===== config.mk =====
export PLATFORM = sky130hd
export DESIGN_NAME = hsl_to_rgb_core_flat
export DESIGN_NICKNAME = d
export VERILOG_FILES = /design/src/hsl_pkg.sv /design/src/hsl_in_if.sv /design/src/hsl_out_if.sv /design/src/hsl_prep.sv /design/src/hsl_ramp.sv /design/src/hsl_to_rgb_core.sv /design/src/flat_wrapper.sv
export SDC_FILE = /design/constraint.sdc
export NUM_CORES = 1
export LEC_CHECK = 0
export ABC_AREA = 1
export BUFFER_PORTS_ARGS = -buffer_cell sky130_fd_sc_hd__clkbuf_2
export CAP_MARGIN = 20
export CORE_UTILIZATION = 50
export DETAILED_ROUTE_END_ITERATION = 12
export PLACE_DENSITY = 0.63
export SLEW_MARGIN = 15
export SYNTH_ARGS = -nofsm -noshare
export SYNTH_HDL_FRONTEND = slang
export SYNTH_SLANG_ARGS = --single-unit

===== constraint.sdc =====
create_clock -name i_clk -period 11.15 [get_ports i_clk]
set_clock_uncertainty 0.2 [all_clocks]
set_input_delay 1.115 -clock i_clk [delete_from_list [all_inputs] [get_ports i_clk]]
set_output_delay 1.115 -clock i_clk [all_outputs]
set_load 0.01 [all_outputs]

===== src/hsl_pkg.sv =====
// hsl_pkg: widths, constants, types and helper functions shared by the
// hsl to rgb pipeline; no dependencies
package hsl_pkg;

    localparam int FRAC_BITS = 8;
    localparam int LVL_W     = FRAC_BITS + 1;
    localparam int HUE_W     = 9;
    localparam int SEG       = 60;
    localparam int K_W       = 6;
    localparam int P_W       = LVL_W + K_W;
    // reciprocal of the segment width, exact for every product below 2**P_W
    localparam int SH        = P_W + 6;
    localparam int RC_W      = P_W + 1;
    localparam int M_W       = P_W + RC_W;
    localparam longint RECIP_L = ((longint'(1) << SH) + longint'(SEG - 1)) / longint'(SEG);
    localparam logic [RC_W-1:0] RECIP = RC_W'(RECIP_L);

    localparam logic [LVL_W-1:0] ONE  = LVL_W'(1) << FRAC_BITS;
    localparam logic [LVL_W-1:0] HALF = LVL_W'(1) << (FRAC_BITS - 1);

    localparam logic [HUE_W-1:0] DEG_60  = HUE_W'(SEG);
    localparam logic [HUE_W-1:0] DEG_120 = HUE_W'(2 * SEG);
    localparam logic [HUE_W-1:0] DEG_180 = HUE_W'(3 * SEG);
    localparam logic [HUE_W-1:0] DEG_240 = HUE_W'(4 * SEG);
    localparam logic [HUE_W-1:0] DEG_360 = HUE_W'(6 * SEG);

    typedef enum logic [1:0] {
        RG_UP = 2'b00,
        RG_HI = 2'b01,
        RG_DN = 2'b10,
        RG_LO = 2'b11
    } t_region;

    typedef struct packed {
        t_region          region;
        logic [K_W-1:0]   k;
    } t_chan;

    typedef struct packed {
        logic en1;
        logic en2;
        logic en3;
    } t_prep_ctl;

    typedef struct packed {
        logic en4;
        logic en5;
    } t_ramp_ctl;

    function automatic logic [LVL_W-1:0] sat_one(logic [LVL_W-1:0] x);
        return (x > ONE) ? ONE : x;
    endfunction

    // picks the ramp segment for one channel angle and the step into it
    function automatic t_chan ramp_sel(logic [HUE_W-1:0] d);
        t_chan c;
        c.k = '0;
        if (d < DEG_60) begin
            c.region = RG_UP;
            c.k      = K_W'(d);
        end else if (d < DEG_180) begin
            c.region = RG_HI;
        end else if (d < DEG_240) begin
            c.region = RG_DN;
            c.k      = K_W'(DEG_240 - d);
        end else begin
            c.region = RG_LO;
        end
        return c;
    endfunction

endpackage


===== src/hsl_in_if.sv =====
// hsl_in_if: valid/ready channel carrying one hsl word
// depends on hsl_pkg for field widths
interface hsl_in_if;
    logic                        valid;
    logic                        ready;
    logic [hsl_pkg::HUE_W-1:0]   hue_deg;
    logic [hsl_pkg::LVL_W-1:0]   saturation;
    logic [hsl_pkg::LVL_W-1:0]   lightness;

    modport source (output valid, hue_deg, saturation, lightness, input ready);
    modport sink   (input valid, hue_deg, saturation, lightness, output ready);
endinterface


===== src/hsl_out_if.sv =====
// hsl_out_if: valid/ready channel carrying one rgb word
// depends on hsl_pkg for field widths
interface hsl_out_if;
    logic                        valid;
    logic                        ready;
    logic [hsl_pkg::LVL_W-1:0]   red;
    logic [hsl_pkg::LVL_W-1:0]   green;
    logic [hsl_pkg::LVL_W-1:0]   blue;

    modport source (output valid, red, green, blue, input ready);
    modport sink   (input valid, red, green, blue, output ready);
endinterface


===== src/hsl_prep.sv =====
// hsl_prep: pipeline stages one to three, input clamp, l*s product,
// upper/lower levels and per-channel ramp segment; uses hsl_pkg
module hsl_prep (
    input  logic                        i_clk,
    input  hsl_pkg::t_prep_ctl          i_ctl,
    input  logic [hsl_pkg::HUE_W-1:0]   i_hue,
    input  logic [hsl_pkg::LVL_W-1:0]   i_sat,
    input  logic [hsl_pkg::LVL_W-1:0]   i_light,
    output logic [hsl_pkg::LVL_W-1:0]   o_lo,
    output logic [hsl_pkg::LVL_W-1:0]   o_hi,
    output logic [hsl_pkg::LVL_W-1:0]   o_span,
    output hsl_pkg::t_chan [2:0]        o_chan
);
    import hsl_pkg::*;

    logic [HUE_W-1:0]     r_h1, r_h2, n_h1;
    logic [LVL_W-1:0]     r_s1, r_l1, r_s2, r_l2, r_ls2;
    logic [2*LVL_W-1:0]   n_prod;
    logic [LVL_W:0]       n_up, n_dn, n_sum;
    logic [LVL_W-1:0]     n_v2, n_v2c, n_v1;
    logic [LVL_W:0]       n_twol;
    logic [HUE_W-1:0]     n_dr, n_db;
    logic [LVL_W-1:0]     r_lo3, r_hi3, r_span3;
    t_chan [2:0]          r_chan3, n_chan;

    // stage one: wrap hue once, clamp levels to one
    always_comb begin
        n_h1 = (i_hue >= DEG_360) ? (i_hue - DEG_360) : i_hue;
    end

    always_ff @(posedge i_clk) begin
        if (i_ctl.en1) begin
            r_h1 <= n_h1;
            r_s1 <= sat_one(i_sat);
            r_l1 <= sat_one(i_light);
        end
    end

    // stage two: truncated l*s
    always_comb begin
        n_prod = (2*LVL_W)'(r_l1) * (2*LVL_W)'(r_s1);
    end

    always_ff @(posedge i_clk) begin
        if (i_ctl.en2) begin
            r_h2  <= r_h1;
            r_s2  <= r_s1;
            r_l2  <= r_l1;
            r_ls2 <= n_prod[FRAC_BITS +: LVL_W];
        end
    end

    // stage three: levels and channel angles
    always_comb begin
        n_up   = {1'b0, r_l2} + {1'b0, r_ls2};
        n_dn   = {1'b0, r_l2} + {1'b0, r_s2} - {1'b0, r_ls2};
        n_sum  = (r_l2 < HALF) ? n_up : n_dn;
        n_v2   = (n_sum > {1'b0, ONE}) ? ONE : n_sum[LVL_W-1:0];
        n_v2c  = (n_v2 < r_l2) ? r_l2 : n_v2;
        n_twol = {r_l2, 1'b0};
        n_v1   = ({1'b0, n_v2c} > n_twol) ? n_v2c : LVL_W'(n_twol - {1'b0, n_v2c});

        n_dr = (r_h2 >= DEG_240) ? (r_h2 - DEG_240) : (r_h2 + DEG_120);
        n_db = (r_h2 >= DEG_120) ? (r_h2 - DEG_120) : (r_h2 + DEG_240);
        n_chan[0] = ramp_sel(n_dr);
        n_chan[1] = ramp_sel(r_h2);
        n_chan[2] = ramp_sel(n_db);
    end

    always_ff @(posedge i_clk) begin
        if (i_ctl.en3) begin
            r_lo3   <= n_v1;
            r_hi3   <= n_v2c;
            r_span3 <= n_v2c - n_v1;
            r_chan3 <= n_chan;
        end
    end

    assign o_lo   = r_lo3;
    assign o_hi   = r_hi3;
    assign o_span = r_span3;
    assign o_chan = r_chan3;

endmodule


===== src/hsl_ramp.sv =====
// hsl_ramp: pipeline stages four and five for one channel, span*step,
// divide by the segment width through a reciprocal, pick the level; uses hsl_pkg
module hsl_ramp (
    input  logic                        i_clk,
    input  hsl_pkg::t_ramp_ctl          i_ctl,
    input  hsl_pkg::t_chan              i_chan,
    input  logic [hsl_pkg::LVL_W-1:0]   i_lo,
    input  logic [hsl_pkg::LVL_W-1:0]   i_hi,
    input  logic [hsl_pkg::LVL_W-1:0]   i_span,
    output logic [hsl_pkg::LVL_W-1:0]   o_level
);
    import hsl_pkg::*;

    logic [P_W-1:0]     r_p4, n_p;
    t_region            r_region4;
    logic [LVL_W-1:0]   r_lo4, r_hi4;
    logic [M_W-1:0]     n_m;
    logic [LVL_W-1:0]   n_q, n_level, r_level5;

    always_comb begin
        n_p = P_W'(i_span) * P_W'(i_chan.k);
    end

    always_ff @(posedge i_clk) begin
        if (i_ctl.en4) begin
            r_p4      <= n_p;
            r_region4 <= i_chan.region;
            r_lo4     <= i_lo;
            r_hi4     <= i_hi;
        end
    end

    always_comb begin
        n_m = M_W'(r_p4) * M_W'(RECIP);
        n_q = n_m[SH +: LVL_W];
        case (r_region4)
            RG_UP:   n_level = r_lo4 + n_q;
            RG_DN:   n_level = r_lo4 + n_q;
            RG_HI:   n_level = r_hi4;
            RG_LO:   n_level = r_lo4;
            default: n_level = r_lo4;
        endcase
    end

    always_ff @(posedge i_clk) begin
        if (i_ctl.en5) begin
            r_level5 <= n_level;
        end
    end

    assign o_level = r_level5;

endmodule


===== src/hsl_to_rgb_core.sv =====
// hsl_to_rgb_core: top level, five-stage hsl to rgb pipeline with valid bits
// depends on hsl_pkg, hsl_in_if, hsl_out_if, hsl_prep, hsl_ramp
//
//  channel  dir  fields                              handshake
//  i_pix    in   hue_deg, saturation, lightness      valid/ready
//  o_rgb    out  red, green, blue                    valid/ready
//
// one word per cycle while o_rgb is not stalled; o_rgb.valid is the valid bit
// of stage five, so a word passes stages one to five before its output handshake
// the depth is set by the multipliers: l*s, span*step and the
// reciprocal multiply of the divide by sixty each sit in a stage of their own
// reset clears the stage valid bits only
// a stage moves when it is empty or the one after it moves, so bubbles close up
// and input is still taken during an output stall until all five stages hold a word
module hsl_to_rgb_core (
    input  logic        i_clk,
    input  logic        i_rst_n,
    hsl_in_if.sink      i_pix,
    hsl_out_if.source   o_rgb
);
    import hsl_pkg::*;

    logic [5:1]           r_vld;
    logic [5:1]           n_adv;
    t_prep_ctl            n_prep_ctl;
    t_ramp_ctl            n_ramp_ctl;
    logic [LVL_W-1:0]     n_lo, n_hi, n_span;
    t_chan [2:0]          n_chan;
    logic [LVL_W-1:0]     n_level [3];

    always_comb begin
        n_adv[5] = !r_vld[5] || o_rgb.ready;
        n_adv[4] = !r_vld[4] || n_adv[5];
        n_adv[3] = !r_vld[3] || n_adv[4];
        n_adv[2] = !r_vld[2] || n_adv[3];
        n_adv[1] = !r_vld[1] || n_adv[2];
        n_prep_ctl.en1 = n_adv[1];
        n_prep_ctl.en2 = n_adv[2];
        n_prep_ctl.en3 = n_adv[3];
        n_ramp_ctl.en4 = n_adv[4];
        n_ramp_ctl.en5 = n_adv[5];
    end

    always_ff @(posedge i_clk) begin
        if (!i_rst_n) begin
            r_vld <= '0;
        end else begin
            if (n_adv[1]) r_vld[1] <= i_pix.valid;
            if (n_adv[2]) r_vld[2] <= r_vld[1];
            if (n_adv[3]) r_vld[3] <= r_vld[2];
            if (n_adv[4]) r_vld[4] <= r_vld[3];
            if (n_adv[5]) r_vld[5] <= r_vld[4];
        end
    end

    hsl_prep u_prep (
        .i_clk   (i_clk),
        .i_ctl   (n_prep_ctl),
        .i_hue   (i_pix.hue_deg),
        .i_sat   (i_pix.saturation),
        .i_light (i_pix.lightness),
        .o_lo    (n_lo),
        .o_hi    (n_hi),
        .o_span  (n_span),
        .o_chan  (n_chan)
    );

    for (genvar g = 0; g < 3; g++) begin : g_ramp
        hsl_ramp u_ramp (
            .i_clk   (i_clk),
            .i_ctl   (n_ramp_ctl),
            .i_chan  (n_chan[g]),
            .i_lo    (n_lo),
            .i_hi    (n_hi),
            .i_span  (n_span),
            .o_level (n_level[g])
        );
    end

    assign i_pix.ready = n_adv[1];
    assign o_rgb.valid = r_vld[5];
    assign o_rgb.red   = n_level[0];
    assign o_rgb.green = n_level[1];
    assign o_rgb.blue  = n_level[2];

endmodule


===== src/flat_wrapper.sv =====
// flat-port wrapper written by rule: the top's interface ports become plain ports
module hsl_to_rgb_core_flat import hsl_pkg::*;
  (i_clk, i_rst_n, i_pix_valid, i_pix_hue_deg, i_pix_saturation, i_pix_lightness, i_pix_ready, o_rgb_valid, o_rgb_red, o_rgb_green, o_rgb_blue, o_rgb_ready);
  hsl_in_if i_pix_i ();
  hsl_out_if o_rgb_i ();
  input  logic i_clk;
  input  logic i_rst_n;
  input wire logic [$bits(i_pix_i.valid)-1:0] i_pix_valid;
  input wire logic [$bits(i_pix_i.hue_deg)-1:0] i_pix_hue_deg;
  input wire logic [$bits(i_pix_i.saturation)-1:0] i_pix_saturation;
  input wire logic [$bits(i_pix_i.lightness)-1:0] i_pix_lightness;
  output wire logic [$bits(i_pix_i.ready)-1:0] i_pix_ready;
  output wire logic [$bits(o_rgb_i.valid)-1:0] o_rgb_valid;
  output wire logic [$bits(o_rgb_i.red)-1:0] o_rgb_red;
  output wire logic [$bits(o_rgb_i.green)-1:0] o_rgb_green;
  output wire logic [$bits(o_rgb_i.blue)-1:0] o_rgb_blue;
  input wire logic [$bits(o_rgb_i.ready)-1:0] o_rgb_ready;
  assign i_pix_i.valid = i_pix_valid;
  assign i_pix_i.hue_deg = i_pix_hue_deg;
  assign i_pix_i.saturation = i_pix_saturation;
  assign i_pix_i.lightness = i_pix_lightness;
  assign i_pix_ready = i_pix_i.ready;
  assign o_rgb_valid = o_rgb_i.valid;
  assign o_rgb_red = o_rgb_i.red;
  assign o_rgb_green = o_rgb_i.green;
  assign o_rgb_blue = o_rgb_i.blue;
  assign o_rgb_i.ready = o_rgb_ready;
  hsl_to_rgb_core u_core (.i_clk(i_clk), .i_rst_n(i_rst_n), .i_pix(i_pix_i), .o_rgb(o_rgb_i));
endmodule

Yosys cells after proc, flatten, opt, wreduce, memory -nomap -nowiden
Cells that the tools add are included.
- add/subtract/negate cells: 16
- multipliers: 7
- order comparisons: 18
- eq/ne operators: 9
- muxes and demuxes: 25
- reductions and logical operators: 19
- operator list (kind ; number):
    multiplier 15 x 16 -> 30 bit, second input constant ; 3
    one-hot mux 9 bit (3 select lines) ; 3
    less-than comparator 9 x 8 -> 1 bit, second input constant ; 7
    two-way mux 6 bit ; 9
    two-way mux 9 bit ; 6
    multiplier 9 x 6 -> 15 bit ; 3
    adder 9 bit ; 3
    less-than comparator 9 x 6 -> 1 bit, second input constant ; 3
    adder 9 x 9 -> 10 bit ; 2
    greater-than comparator 9 bit, second input constant ; 2
    subtractor 6 bit, first input constant ; 3
    subtractor 9 bit ; 2
    multiplier 9 x 9 -> 17 bit ; 1
    == test 2 bit, second input constant ; 6
    OR reduction 2 bit ; 6
    greater-than comparator 10 x 9 -> 1 bit, second input constant ; 1
    greater-than comparator 9 x 10 -> 1 bit ; 1
    two-way mux 10 bit ; 1
    subtractor 10 x 9 -> 10 bit ; 1
    adder 9 x 7 -> 9 bit, second input constant ; 1
    adder 9 x 8 -> 9 bit, second input constant ; 1
    greater-or-equal comparator 9 x 7 -> 1 bit, second input constant ; 1
    greater-or-equal comparator 9 x 8 -> 1 bit, second input constant ; 1
    greater-or-equal comparator 9 bit, second input constant ; 1
    other kinds (9) ; 26
- flip-flop bits (word level): 215
- input port bits: 31
- output and inout port bits: 29
- word-level logic and storage cells: 129

Longest topological paths before layout
- depth in word-level cells: 10
- gate-level depth with buffers: 48

Hierarchy
A second synthesis with hierarchy kept.
- cells, all modules: 3213
- area total of the unflattened synthesis: 27699.1 um2
- modules (own cells, without submodules) (module ; times used ; cells an instance ; area an instance (um2)):
    hsl_prep ; 1 ; 1083 ; 9577.9
    hsl_ramp (u_core.g_ramp[2].u_ramp) ; 1 ; 707 ; 6002.0
    hsl_ramp (u_core.g_ramp[0].u_ramp) ; 1 ; 700 ; 5965.7
    hsl_ramp (u_core.g_ramp[1].u_ramp) ; 1 ; 701 ; 5954.5
    hsl_to_rgb_core ; 1 ; 22 ; 198.9

Worst setup path before layout
Ideal clock, no wire load.
- kind: register to register
- from: register u_core.u_prep.r_l2[0]
- to: register u_core.u_prep.r_span3[7] (netlist: u_core.u_prep.o_span[7]), data pin
- setup time: 253 ps
- data arrival time: 6374 ps
- setup slack: 4324 ps
- cell stages (with the launch flop): 43
- cells stage by stage: edfxtp_1 > inv_1 > ha_1 > inv_1 > ha_1 > fa_1 > o21ai_1 > nand2_1 > nor2_1 > nand3_1 > nor2_1 > nand3_1 > nand2_4 > inv_1 > nor2_1 > ha_1 > nand2_1 > inv_1 > (+7 left out) > nand2_1 > nor3_1 > nand4_1 > o211ai_1 > nand2_1 > buf_2 > o21ai_1 > inv_1 > ha_1 > a21oi_1 > nand2_1 > a21oi_1 > o21bai_1 > nand2_2 > nand2_2 > nand2_1 > nand2_1 > nand2_1
- cells in the longest elaborated chain, start to end: 10
- ends and longest elaborated chain (item ; line ; RTL):
    from (decl) ; hsl_prep.sv:17 ; logic [LVL_W-1:0] r_s1, r_l1, r_s2, r_l2, r_ls2;
    from (signal assigned) ; hsl_prep.sv:48 ; r_l2 <= r_l1;
    adder 9 x 9 -> 10 bit ; hsl_prep.sv:56 ; n_dn = {1'b0, r_l2} + {1'b0, r_s2} - {1'b0, r_ls2};
    subtractor 10 x 9 -> 10 bit ; hsl_prep.sv:56 ;
    two-way mux 10 bit ; hsl_prep.sv:57 ; n_sum = (r_l2 < HALF) ? n_up : n_dn;
    greater-than comparator 10 x 9 -> 1 bit ; hsl_prep.sv:58 ; n_v2 = (n_sum > {1'b0, ONE}) ? ONE : n_sum[LVL_W-1:0];
    two-way mux 9 bit ; hsl_prep.sv:58 ;
    less-than comparator 9 bit ; hsl_prep.sv:59 ; n_v2c = (n_v2 < r_l2) ? r_l2 : n_v2;
    two-way mux 9 bit (*) ; hsl_prep.sv:59 ;
    net u_core.u_prep.n_v2c[7] ; hsl_prep.sv:20 ; logic [LVL_W-1:0] n_v2, n_v2c, n_v1;
    greater-than comparator 9 x 10 -> 1 bit (*) ; hsl_prep.sv:61 ; n_v1 = ({1'b0, n_v2c} > n_twol) ? n_v2c : LVL_W'(n_twol - {1'b0, n_v2c});
    two-way mux 9 bit (*) ; hsl_prep.sv:61 ;
    net u_core.u_prep.n_v1[2] ; hsl_prep.sv:20 ;
    subtractor 9 bit (*) ; hsl_prep.sv:74 ; r_span3 <= n_v2c - n_v1;
    to (signal assigned) ; hsl_prep.sv:74 ;
    to (decl) ; hsl_prep.sv:23 ; logic [LVL_W-1:0] r_lo3, r_hi3, r_span3;
The timed path passes the listed nets; every way through them passes the cells marked *.
A chain may end at the register's enable or synchronous reset.

Worst setup path in the final report
Ends and elaborated chain as after synthesis.

==> impl_metrics.yaml <==
place:
  dpl_worst_slack_ps: 2935
  port-buffer-count: 59
  post-dp-hpwl_um: 43610
  place_area_um2: 25140
  routabilityCongestion: 0.8957
final_layout:
  area_growth_syn_to_layout_pct: 7.483
  final_cell_area_um2: 26060
  share_of_post_route_cells_with_drive_strength_above_1_pct: 5.188
  nets: 3434
  insertedDiodeCount: 0
yosys:
  ys.flop_type: "sky130_fd_sc_hd__edfxtp_1"
  avgSynthCellArea_um2: 8.878
  synthMostInstantiatedCell: "sky130_fd_sc_hd__inv_1"
  seq_area_frac_synth_pct: 25.68
  synth_top_cell_area_share_pct: 25.27
  async_reset_ff_share_pct: 0
  synth.top_cells.by_area: "sky130_fd_sc_hd__edfxtp_1, sky130_fd_sc_hd__ha_1, sky130_fd_sc_hd__fa_1"
  synth_warnings: 0
  yosys-top-cells-count: "sky130_fd_sc_hd__inv_1, sky130_fd_sc_hd__nand2_1, sky130_fd_sc_hd__ha_1, sky130_fd_sc_hd__fa_1, sky130_fd_sc_hd__edfxtp_1"
  synth_top_cell_by_area: "sky130_fd_sc_hd__edfxtp_1"
  synth_area_um2: 24250
  postSynthRegisterBits: 209
  number_of_flops_mapped_to_enable_cells_by_yosys: 204
  yosysUniqueCellTypes: 55
  synthCells: 2731
timing:
  timing.hold.ws_ps: 216.5
  achievable-frequency_mhz: 120.6
  setup_slack_ps: 2856
  rsz0062_at_grt: "false"
  finalCritPeriodShare_pct: 74.38
  finalCriticalPeriod_ps: 8294
  finalSetupViolCount: 0
  worst_slew_margin_rel_pct: 38.20
  setup_total_negative_slack_ps: 0
  timing.final.max_slew_violations: 0
  slew_of_the_pin_with_the_lowest_slew_margin_ps: 917.4
  finalHoldViolations: 0
clocking:
  max-clock-path-buffers: 3
  post_cts_resized: 0
  worst_setup_hold_path_clk_slew_ps: 60
  clock_insertion_delay_worst_skew_ps: 570
  clock_tree_from_tritoncts: "done"
  clock_tree.root_cell: "sky130_fd_sc_hd__clkbuf_16"
  post_cts_hold_buffer_count: 0
  cts_sinks: 209
  h-tree-depth: 1
  cts_buffers: 27
  post_cts_buffers: 0
floorplan:
  num_rows: 80
  floorplan.initialDensity_pct: 50.78
  fp.dieArea_um2: 49380
  dieHeight_um: 222.2
  die_w_um: 222.2
  core_area_um2: 47750
  i_o_pin_total: 60
critical_path:
  crit_arrival_ps: 8410
  timing.critical_path.slowest_cell_delay_ps: 770
  r2r_start: "u_core.u_prep.r_l2[0]"
  timing.critical_path.fanout_max: 18
  critPathMostFrequentCell: "sky130_fd_sc_hd__nand2_1"
  setup.worst_path.end_class: "register"
  timing_worst_setup_path_type: "reg2reg"
  reg2reg_slack_ps: 2860
  timing.critical_path.from: "u_core.u_prep.r_l2[0]"
  critical_path_required_ps: 11260
  cp_slowest_cell: "sky130_fd_sc_hd__o21ai_0"
  setup.worst_path.start_class: "register"
  r2r.worst_path.cells: 40
drt:
  vias: 17630
  firstDrtPassIters: 6
  route.detailed.vias_per_inst: 5.171
  postRouteAntennaNets: 0
  wirelength_um: 52860
  detailedRoute.firstIterationViolations: 1041
  drc_errors: 0
  detail_route.wl_per_cell_um: 15.50
grt:
  wire_length_of_the_first_global_routing_pass_um: 88130
  grt_antenna_before_repair: 3
  globalRouteOverflowTotal: 0
  first_global_vias: 18050
  grt_start_max_net_pins: 68
  track_usage_pct: 22.02
min_path:
  hold_path_depth: 0
  hold_path_startpoint: "u_core.u_prep.r_h1[0]"
  hold_class: "reg2reg"
run:
  drv.max_cap_violation_count: 0
run_status:
  run_status: "finished, final reports clean"
[flip-flops by register name, indices dropped and copies added (netlist names), 9 cells and up]
signal                        count
u_core.u_prep.o_lo                9
u_core.u_prep.r_l2                9
u_core.u_prep.r_l1                9
u_core.g_ramp.u_ramp.r_p4        42
u_core.u_prep.r_s2                9
u_core.u_prep.r_s1                9
u_core.g_ramp.u_ramp.o_level     27
u_core.g_ramp.u_ramp.r_lo4        9
u_core.u_prep.r_h1                9
u_core.u_prep.r_h2                9
u_core.u_prep.o_chan             24
u_core.u_prep.r_ls2               9
[critical path: cells and delay by family (launching register included)]
kind	cells	cell delay [ps]
AND/OR/NAND/NOR	20	2280
adder cells (fa/ha/maj)	6	1890
AO/OA/AOI/OAI	9	2650
buffers and inverters	5	380
flip-flops	1	620
[worst paths after layout]
path,end
max reg2reg,u_core.u_prep.o_span[7]
min,u_core.u_prep.r_h2[0]
min reg2reg,u_core.u_prep.r_h2[0]
max,u_core.u_prep.o_span[7]
[stage by stage]
| step | std cells | utilization, % |
|---|---|---|
| 6_report | 3410 | 54.58 |
| 4_1_cts | 3409 | 54.52 |
| 3_3_place_gp | 3360 | 52.64 |
| 2_1_floorplan | 2746 | - |
| 5_1_grt | 3410 | 54.58 |
| 3_5_place_dp | 3360 | 52.64 |
[cell type report]
cell class | instances | area (µm²)
Clock buffer | 31 | 720.7
Clock inverter | 18 | 176.4
Fill cell | 4267 | 21690
Tap cell | 615 | 769.5
Inverter | 627 | 2354
Multi-Input combinational cell | 1846 | 15460
Sequential cell | 209 | 6226
Timing Repair Buffer | 64 | 352.8
[cells in the final DEF (no fill, tap or decap), types with 9 or more instances in the layout]
master                      netlist  final
sky130_fd_sc_hd__a21o_1          12     12
sky130_fd_sc_hd__a21oi_1        122    122
sky130_fd_sc_hd__clkbuf_16        0     27
sky130_fd_sc_hd__clkbuf_2         0     59
sky130_fd_sc_hd__conb_1           2     17
sky130_fd_sc_hd__edfxtp_1       204    204
sky130_fd_sc_hd__fa_1           205    205
sky130_fd_sc_hd__ha_1           423    423
sky130_fd_sc_hd__inv_1          623    621
sky130_fd_sc_hd__nand2_1        495    495
sky130_fd_sc_hd__nand2_2          9      9
sky130_fd_sc_hd__nand3_1         67     67
sky130_fd_sc_hd__nand4_1         23     23
sky130_fd_sc_hd__nor2_1         174    174
sky130_fd_sc_hd__nor3_1          16     16
sky130_fd_sc_hd__o211ai_1         9      9
sky130_fd_sc_hd__o21ai_0         61     61
sky130_fd_sc_hd__o21ai_1         10     10
sky130_fd_sc_hd__o21bai_1        12     12
sky130_fd_sc_hd__o221ai_1        22     22
sky130_fd_sc_hd__xnor2_1         33     33
sky130_fd_sc_hd__xor2_1          68     68
[cell families after synthesis]
group	share of synthesized area (%)
AO/OA/AOI/OAI	7.137
XOR/XNOR	3.716
adder cells (fa/ha/maj)	38.76
buffers and inverters	10.79
flip-flops	25.68
other	0.03097
AND/OR/NAND/NOR	13.90
[routing by layer]
layer	wire length (µm)	up-vias	share of wire, %	GRT usage, %
met5	41	-	0.078	0
met1	24300	8401	46	29.50
li1	-	8771	-	-
met4	1068	6	2.0	5.063
met3	2505	79	4.7	3.068
met2	24950	376	47	37.69
Power is left out: the tool's default activity adds up to more than one toggle a clock period on the data nets, which glitch-free logic cannot reach.
